$ cat config.mk
export PLATFORM = sky130hd
export DESIGN_NAME = circle_octant_sqrt_rasterizer
export DESIGN_NICKNAME = d
export VERILOG_FILES = /design/src/rtl/cosr_pkg.sv /design/src/rtl/cosr_root.sv /design/src/rtl/circle_octant_sqrt_rasterizer.sv
export SDC_FILE = /design/constraint.sdc
export NUM_CORES = 1
export LEC_CHECK = 0
export BUFFER_PORTS_ARGS = -buffer_cell sky130_fd_sc_hd__buf_2
export CAP_MARGIN = 5
export CELL_PAD_IN_SITES_DETAIL_PLACEMENT = 0
export CELL_PAD_IN_SITES_GLOBAL_PLACEMENT = 1
export CORE_ASPECT_RATIO = 2
export CORE_MARGIN = 4
export CORE_UTILIZATION = 45
export CTS_BUF_LIST = sky130_fd_sc_hd__clkbuf_8
export CTS_CLUSTER_SIZE = 24
export DETAILED_ROUTE_END_ITERATION = 8
export MAX_ROUTING_LAYER = met4
export PLACE_DENSITY_LB_ADDON = 0.1
export SLEW_MARGIN = 5
export SYNTH_ARGS = -nofsm -noshare
export SYNTH_HDL_FRONTEND = slang
export SYNTH_SLANG_ARGS = --single-unit
$ cat constraint.sdc
create_clock -name clk -period 7.3 [get_ports clk]
set_input_delay 0.365 -clock clk [delete_from_list [all_inputs] [get_ports clk]]
set_output_delay 0.365 -clock clk [all_outputs]
set_load 0.01 [all_outputs]
$ cat src/rtl/cosr_pkg.sv
// ----------------------------------------------------------------------------
// cosr_pkg: shared definitions for the circle octant rasterizer
// Widths, packing, register indexes and state encodings.
// ----------------------------------------------------------------------------
package cosr_pkg;

	localparam int COORD_BITS  = 12;
	localparam int RADIUS_BITS = 10;

	localparam int OUT_W   = COORD_BITS + 1;   // point coordinate width
	localparam int STATE_W = RADIUS_BITS + 1;  // offset and height width
	localparam int EXT_W   = (OUT_W > STATE_W) ? OUT_W : STATE_W;
	localparam int SQ_W    = 2 * STATE_W;      // square of a state value
	localparam int RAD_W   = 2 * RADIUS_BITS;  // radicand width
	localparam int REM_W   = RADIUS_BITS + 2;  // root remainder width
	localparam int CNT_W   = $clog2(STATE_W);

	localparam int PT_W    = 3;
	localparam logic [PT_W-1:0] LAST_PT = 3'd7;

	localparam int IN_TDATA_W  = 8;
	localparam int OUT_TDATA_W = ((2 * OUT_W + 7) / 8) * 8;
	localparam int CFG_IDX_W   = 2;
	localparam int CFG_DATA_W  = (COORD_BITS > RADIUS_BITS) ? COORD_BITS : RADIUS_BITS;

	typedef enum logic [CFG_IDX_W-1:0] {
		CFG_CENTER_COL = 2'd0,
		CFG_CENTER_ROW = 2'd1,
		CFG_RADIUS     = 2'd2
	} cfg_reg_t;

	typedef enum logic [1:0] {
		ST_IDLE,
		ST_CALC,
		ST_EMIT,
		ST_FIN
	} state_t;

	typedef enum logic [2:0] {
		RT_IDLE,
		RT_MUL,
		RT_SUB,
		RT_SQRT,
		RT_DONE
	} root_state_t;

endpackage

$ cat src/rtl/cosr_root.sv
// ----------------------------------------------------------------------------
// cosr_root: serial height unit
// round(sqrt(max(r*r - o*o, 0))) with a bit-serial squarer and a
// two-bit-per-cycle digit-by-digit root.
// ----------------------------------------------------------------------------
module cosr_root import cosr_pkg::*; (
	input  logic               clk,
	input  logic               arst_n,
	input  logic               start,
	input  logic [RADIUS_BITS-1:0] radius,
	input  logic [STATE_W-1:0] offset,
	output logic               done,
	output logic [STATE_W-1:0] root
);

	root_state_t            phase_q, phase_d;
	logic [CNT_W-1:0]       cnt_q;
	logic [STATE_W-1:0]     rm_q, om_q;
	logic [SQ_W-1:0]        ra_q, oa_q, racc_q, oacc_q;
	logic [RAD_W-1:0]       rad_q;
	logic [REM_W-1:0]       rem_q;
	logic [RADIUS_BITS-1:0] root_q;

	logic [RAD_W-1:0] diff;
	logic [REM_W-1:0] rem_sh, trial;
	logic             take;

	// the difference never exceeds r*r, so it fits the radicand width
	assign diff   = (racc_q > oacc_q) ? RAD_W'(racc_q - oacc_q) : '0;
	assign rem_sh = {rem_q[REM_W-3:0], rad_q[RAD_W-1 -: 2]};
	assign trial  = {root_q, 2'b01};
	assign take   = (rem_sh >= trial);

	always_comb begin
		phase_d = phase_q;
		unique case (phase_q)
			RT_IDLE: if (start) phase_d = RT_MUL;
			RT_MUL:  if (cnt_q == '0) phase_d = RT_SUB;
			RT_SUB:  phase_d = RT_SQRT;
			RT_SQRT: if (cnt_q == '0) phase_d = RT_DONE;
			RT_DONE: phase_d = RT_IDLE;
			default: phase_d = RT_IDLE;
		endcase
	end

	always_ff @(posedge clk or negedge arst_n) begin
		if (!arst_n) begin
			phase_q <= RT_IDLE;
			cnt_q   <= '0;
		end else begin
			phase_q <= phase_d;
			unique case (phase_q)
				RT_IDLE: if (start) cnt_q <= CNT_W'(STATE_W - 1);
				RT_MUL:  cnt_q <= cnt_q - 1'b1;
				RT_SUB:  cnt_q <= CNT_W'(RADIUS_BITS - 1);
				RT_SQRT: cnt_q <= cnt_q - 1'b1;
				default: cnt_q <= cnt_q;
			endcase
		end
	end

	always_ff @(posedge clk) begin
		unique case (phase_q)
			RT_IDLE: begin
				if (start) begin
					rm_q   <= {1'b0, radius};
					om_q   <= offset;
					ra_q   <= SQ_W'({1'b0, radius});
					oa_q   <= SQ_W'(offset);
					racc_q <= '0;
					oacc_q <= '0;
				end
			end
			RT_MUL: begin
				if (rm_q[0]) racc_q <= racc_q + ra_q;
				if (om_q[0]) oacc_q <= oacc_q + oa_q;
				rm_q <= rm_q >> 1;
				om_q <= om_q >> 1;
				ra_q <= ra_q << 1;
				oa_q <= oa_q << 1;
			end
			RT_SUB: begin
				rad_q  <= diff;
				rem_q  <= '0;
				root_q <= '0;
			end
			RT_SQRT: begin
				rad_q <= rad_q << 2;
				if (take) begin
					rem_q  <= rem_sh - trial;
					root_q <= {root_q[RADIUS_BITS-2:0], 1'b1};
				end else begin
					rem_q  <= rem_sh;
					root_q <= {root_q[RADIUS_BITS-2:0], 1'b0};
				end
			end
			default: ;
		endcase
	end

	// round to nearest: step up when the remainder exceeds the floor root
	assign done = (phase_q == RT_DONE);
	assign root = (rem_q > REM_W'(root_q)) ? (STATE_W'(root_q) + STATE_W'(1))
	                                       : STATE_W'(root_q);

endmodule

$ cat src/rtl/circle_octant_sqrt_rasterizer.sv
// ----------------------------------------------------------------------------
// circle_octant_sqrt_rasterizer: circle tracer with eight-way symmetry
// Walks the column offset of one octant and emits eight points per step.
// ----------------------------------------------------------------------------
// A restart transfer (s_tdata[0] = 1) clears the column offset and loads the
// previous height with the radius; it gives no result; the block stays idle.
// Each tick transfer (s_tdata[0] = 0) checks offset < previous height. If so,
// the height round(sqrt(max(r*r - o*o, 0))) is worked out serially: a
// bit-serial squarer, a subtract step and a two-bit-per-cycle root, then
// eight point transfers, the last with tlast. Otherwise one finished transfer
// (tuser = 1, zero data, tlast = 1) follows via the finish state and the
// output register. One item is in work at a time; s_tready is high only
// while the block is free. Coordinates wrap to COORD_BITS+1 bits.
// Configuration writes are taken at any time but should only be made while
// the block is idle; indexes beyond the list are ignored.
// ----------------------------------------------------------------------------
module circle_octant_sqrt_rasterizer import cosr_pkg::*; (
	input  logic                   clk,
	input  logic                   arst_n,
	// input stream
	input  logic                   s_tvalid,
	output logic                   s_tready,
	input  logic [IN_TDATA_W-1:0]  s_tdata,   // [0] restart, rest zero
	// result stream
	output logic                   m_tvalid,
	input  logic                   m_tready,
	output logic [OUT_TDATA_W-1:0] m_tdata,   // point_col, point_row, zero pad
	output logic                   m_tuser,   // finished
	output logic                   m_tlast,   // last
	// configuration write channel
	input  logic                   cfg_valid,
	output logic                   cfg_ready,
	input  logic [CFG_IDX_W-1:0]   cfg_index,
	input  logic [CFG_DATA_W-1:0]  cfg_data
);

	// configuration registers
	logic [COORD_BITS-1:0]  center_col_q, center_row_q;
	logic [RADIUS_BITS-1:0] radius_q;

	// trace state
	logic [STATE_W-1:0] col_offset_q, prev_height_q, height_q;
	state_t             state_q, state_d;
	logic [PT_W-1:0]    k_q;

	// output register
	logic             out_valid_q, out_fin_q, out_last_q;
	logic [OUT_W-1:0] out_col_q, out_row_q;

	// control
	logic s_xfer, slot_free, root_start, root_done;
	logic load_pt, load_fin, trace_on;
	logic [STATE_W-1:0] root_val;

	// point datapath
	logic [OUT_W-1:0] cc, cr, o_ext, h_ext, a_op, b_op, col_pt, row_pt;

	function automatic logic [OUT_W-1:0] fit_out(input logic [STATE_W-1:0] v);
		logic [EXT_W-1:0] w;
		w = EXT_W'(v);
		return w[OUT_W-1:0];
	endfunction

	cosr_root u_root (
		.clk    (clk),
		.arst_n (arst_n),
		.start  (root_start),
		.radius (radius_q),
		.offset (col_offset_q),
		.done   (root_done),
		.root   (root_val)
	);

	assign cfg_ready = 1'b1;
	assign s_tready  = (state_q == ST_IDLE);
	assign s_xfer    = s_tvalid && s_tready;
	assign slot_free = !out_valid_q || m_tready;
	assign trace_on  = (col_offset_q < prev_height_q);

	// next state and strobes
	always_comb begin
		state_d    = state_q;
		root_start = 1'b0;
		load_pt    = 1'b0;
		load_fin   = 1'b0;
		unique case (state_q)
			ST_IDLE: begin
				if (s_xfer && !s_tdata[0]) begin
					if (trace_on) begin
						root_start = 1'b1;
						state_d    = ST_CALC;
					end else begin
						state_d = ST_FIN;
					end
				end
			end
			ST_CALC: if (root_done) state_d = ST_EMIT;
			ST_EMIT: begin
				if (slot_free) begin
					load_pt = 1'b1;
					if (k_q == LAST_PT) state_d = ST_IDLE;
				end
			end
			ST_FIN: begin
				if (slot_free) begin
					load_fin = 1'b1;
					state_d  = ST_IDLE;
				end
			end
			default: state_d = ST_IDLE;
		endcase
	end

	// eight-way symmetry: k[2] swaps the roles of offset and height,
	// k[0] picks the column sign, k[1] the row sign
	assign cc     = {center_col_q[COORD_BITS-1], center_col_q};
	assign cr     = {center_row_q[COORD_BITS-1], center_row_q};
	assign o_ext  = fit_out(col_offset_q);
	assign h_ext  = fit_out(height_q);
	assign a_op   = k_q[2] ? h_ext : o_ext;
	assign b_op   = k_q[2] ? o_ext : h_ext;
	assign col_pt = k_q[0] ? (cc + a_op) : (cc - a_op);
	assign row_pt = k_q[1] ? (cr - b_op) : (cr + b_op);

	always_ff @(posedge clk or negedge arst_n) begin
		if (!arst_n) begin
			state_q <= ST_IDLE;
		end else begin
			state_q <= state_d;
		end
	end

	// configuration writes
	always_ff @(posedge clk or negedge arst_n) begin
		if (!arst_n) begin
			center_col_q <= '0;
			center_row_q <= '0;
			radius_q     <= '0;
		end else if (cfg_valid && cfg_ready) begin
			unique case (cfg_index)
				CFG_CENTER_COL: center_col_q <= cfg_data[COORD_BITS-1:0];
				CFG_CENTER_ROW: center_row_q <= cfg_data[COORD_BITS-1:0];
				CFG_RADIUS:     radius_q     <= cfg_data[RADIUS_BITS-1:0];
				default: ;
			endcase
		end
	end

	// trace state: restart loads, last point of a step advances
	always_ff @(posedge clk or negedge arst_n) begin
		if (!arst_n) begin
			col_offset_q  <= '0;
			prev_height_q <= '0;
			k_q           <= '0;
		end else begin
			if (s_xfer && s_tdata[0]) begin
				col_offset_q  <= '0;
				prev_height_q <= {1'b0, radius_q};
			end
			if (state_q == ST_CALC && root_done) begin
				k_q <= '0;
			end
			if (load_pt) begin
				k_q <= k_q + 1'b1;
				if (k_q == LAST_PT) begin
					prev_height_q <= height_q;
					col_offset_q  <= col_offset_q + 1'b1;
				end
			end
		end
	end

	always_ff @(posedge clk) begin
		if (state_q == ST_CALC && root_done) height_q <= root_val;
	end

	// output register
	always_ff @(posedge clk or negedge arst_n) begin
		if (!arst_n) begin
			out_valid_q <= 1'b0;
		end else if (load_pt || load_fin) begin
			out_valid_q <= 1'b1;
		end else if (m_tready) begin
			out_valid_q <= 1'b0;
		end
	end

	always_ff @(posedge clk) begin
		if (load_pt) begin
			out_col_q  <= col_pt;
			out_row_q  <= row_pt;
			out_fin_q  <= 1'b0;
			out_last_q <= (k_q == LAST_PT);
		end else if (load_fin) begin
			out_col_q  <= '0;
			out_row_q  <= '0;
			out_fin_q  <= 1'b1;
			out_last_q <= 1'b1;
		end
	end

	assign m_tvalid = out_valid_q;
	assign m_tdata  = OUT_TDATA_W'({out_row_q, out_col_q});
	assign m_tuser  = out_fin_q;
	assign m_tlast  = out_last_q;

endmodule

==> reports/qor.yml <==
synthTopCellsByCount: "nand2_1, edfxtp_1, nor2_1, ha_1"
fin_cells: 2108
worst-setup-path-type: "reg -> reg"
crit_chain: "buf_4 > mux2i_1 > ha_1 > o21ai_0 > fa_1 > a21o_1 > a21oi_1 > o21ai_0 > o41ai_1 > o21ai_0 > xnor2_1 > nor2_1"
finalHoldViolCount: 0
slew_headroom_pct: 23.5
yosysTopAreaCellShare_pct: 35.3
critPathArrivalTime_ns: 4.44
drt-initial-drc-count: 552
ys_seq_area_share_pct: 46.2
layout_min_cycle_time_ns: 4.12
drtAntennaViolNets: 0
ys_async_sr_fraction_pct: 26.6
required_ns: 7.62
finalMaxSlewViolations: 0
drv_cap: 0
clock-sinks: 259
whs_ns: 0.0552
setup_violations: 0
wl_um: 43700
syn-cell-area_um2: 16100
critPathBufInv: 1
start_util_pct: 45.6
grt_start_max_net_pins: 57
hold_class: "in -> reg"
status: "complete, no violations"
yosys_register_bits: 259
syn_area_per_cell_um2: 10.2
track_usage_pct: 23.1
ys_types: 83
final_nets: 1779
num_vias: 11900
post_drt_wl_per_cell_um: 20.7
clk_latency_ns: 0.58
via_per_inst: 5.64
antenna_found_initial: 1
cts_tree: "done"
cp_slowest_stage_delay_ns: 0.59
synth_most_common_cell: "nand2_1"
overflow: 0
dieArea_um2: 39000
ys_warn_count: 0
core_area_um2: 35200
setup_tns_ns: 0
drcViolationCount: 0
crit_fanout: 38
clk_pin_slew_worst_paths_ns: 0.07
place_congestion: 0.864
rows: 97
root_buffer: "clkbuf_8"
grt_pass1_wl_um: 67900
fmax_ghz: 0.243
endpoint_kind: "flop"
first_pass_iters: 5
synth_cells: 1574
finalCritPeriodShare_pct: 56.4
syn_to_final_growth_pct: 9.75
worstMarginPinSlew_ns: 1.15
synth_edf_count: 189
cp-start-kind: "flop"
yosysTopAreaCell: "edfxtp_1"
dp.cells: 2026
critPathMostFrequentCell: "o21ai_0"
synth.area.top_cells: "edfxtp_1, dfrtp_1, ha_1"
io_pins: 64
die_x_um: 142
cts_inserted_buffers: 43
cts.path.max_buffers: 3
grt_pass1_vias: 12400
h-tree-depth: 2
synth_flop_cell: "edfxtp_1"
rsz0062_at_grt: "no"
skew_ns: 0.0282
io_buffers: 49
drive_above_1_share_pct: 11.5
dp_hpwl_um: 32900
path_delay_family: "compound AO/OA/AOI/OAI gates"
die_h_um: 275
cp_slowest_cell: "o41ai_1"
fin_util_pct: 50.1
## worst register-to-register path: cells and delay by family, from the launching register on
| kind | cells | cell delay (ns) |
|---|---|---|
| compound gates | 6 | 1.68 |
| fa+ha+maj | 2 | 0.67 |
| mux | 1 | 0.54 |
| buf+inv | 1 | 0.41 |
| flops | 1 | 0.33 |
| xor+xnor | 1 | 0.19 |
| simple gates | 1 | 0.05 |
## per-layer routing
layer | wire length, µm | track usage [%] | up-vias
li1 | - | - | 5786
met1 | 15100 | 21.5 | 5786
met2 | 25400 | 45.8 | 216
met3 | 1210 | 2.45 | 99
met4 | 2070 | 10.7 | 0
met5 | 0 | - | -
## layout by cell type (no fill, tap or decap), types with 10 or more instances in the layout
| cell | netlist | layout |
|---|---|---|
| nor3_1 | 27 | 27 |
| a21oi_1 | 83 | 83 |
| nor3b_1 | 11 | 10 |
| a22o_1 | 16 | 16 |
| nand2b_1 | 23 | 23 |
| a211oi_1 | 10 | 10 |
| mux2_2 | 36 | 36 |
| inv_1 | 83 | 96 |
| nand3_1 | 27 | 27 |
| clkbuf_8 | 0 | 50 |
| and2_1 | 11 | 11 |
| o21bai_1 | 12 | 12 |
| and3_1 | 34 | 34 |
| a31oi_1 | 11 | 11 |
| a21o_1 | 50 | 50 |
| ha_1 | 120 | 120 |
| dfrtp_1 | 69 | 69 |
| mux2i_1 | 42 | 42 |
| o21a_1 | 13 | 13 |
| xnor2_1 | 62 | 62 |
| nand4_1 | 20 | 20 |
| a22oi_1 | 10 | 10 |
| nor2_1 | 135 | 135 |
| buf_2 | 10 | 48 |
| buf_4 | 8 | 17 |
| o21ai_1 | 14 | 14 |
| nor2b_1 | 18 | 17 |
| o21ai_0 | 51 | 49 |
| edfxtp_1 | 189 | 189 |
| nand2_1 | 197 | 196 |
| xor2_1 | 37 | 37 |
## registers in the layout, indices dropped and copies added, names as in the netlist, 12 cells and up
| signal | count |
|---|---|
| center_col_q | 12 |
| u_root.ra_q | 22 |
| out_col_q | 13 |
| out_row_q | 13 |
| u_root.rem_q | 12 |
| u_root.racc_q | 22 |
| u_root.rad_q | 20 |
| center_row_q | 12 |
| u_root.oa_q | 22 |
| u_root.oacc_q | 22 |
## repair_timing
action	in CTS	in global routing
hold buffers	1	0
endpoints found under the setup margin	0	0
hold endpoints to repair	13	0
buffers inserted	0	0
resized for setup	0	0
## stage by stage
stage                     worst slack [ns]  cell area (µm²)
after detailed placement              3.23            16700
after floorplan                      0.468            16100
after global routing                  2.91            17600
after CTS                             3.23            17600
after global placement                3.22            16700
final                                 3.18            17600
## cell families (layout without fill, tap and decap cells)
group	after synthesis	count (layout)	share of synthesized area, %
simple gates	537	537	15.7
compound gates	327	327	13.7
flops	259	259	46.2
buf+inv	147	230	3.84
fa+ha+maj	125	125	9.97
xor+xnor	99	99	5.40
mux	78	78	5.14
other cells	2	8	0.0468
## path summary, 6_finish.rpt
path | from | endpoint | slack, ns | cells past startpoint
min | cfg_data[10] | center_col_q[10] | 0.06 | 2
max | k_q[2] | out_row_q[12] | 3.18 | 12
min in group asynchronous | arst_n | radius_q[6] | 0.18 | 2
max reg2reg | k_q[2] | out_row_q[12] | 3.18 | 12
min reg2reg | m_tuser | m_tuser | 0.47 | 2
max in group asynchronous | arst_n | u_root.cnt_q[3] | 6.07 | 3
## cell type report
class | count | area [µm²]
fillers | 3334 | 17600
multi-input cells | 1173 | 8080
flip-flops and latches | 259 | 7420
clock buffers | 50 | 688
well taps | 445 | 557
repair buffers | 66 | 378
inverters | 84 | 315
clock inverters | 30 | 183
diodes | 1 | 2.50
Power is not shown: default switching activity piles up to over one toggle a cycle in this logic, so the estimate is an artifact.
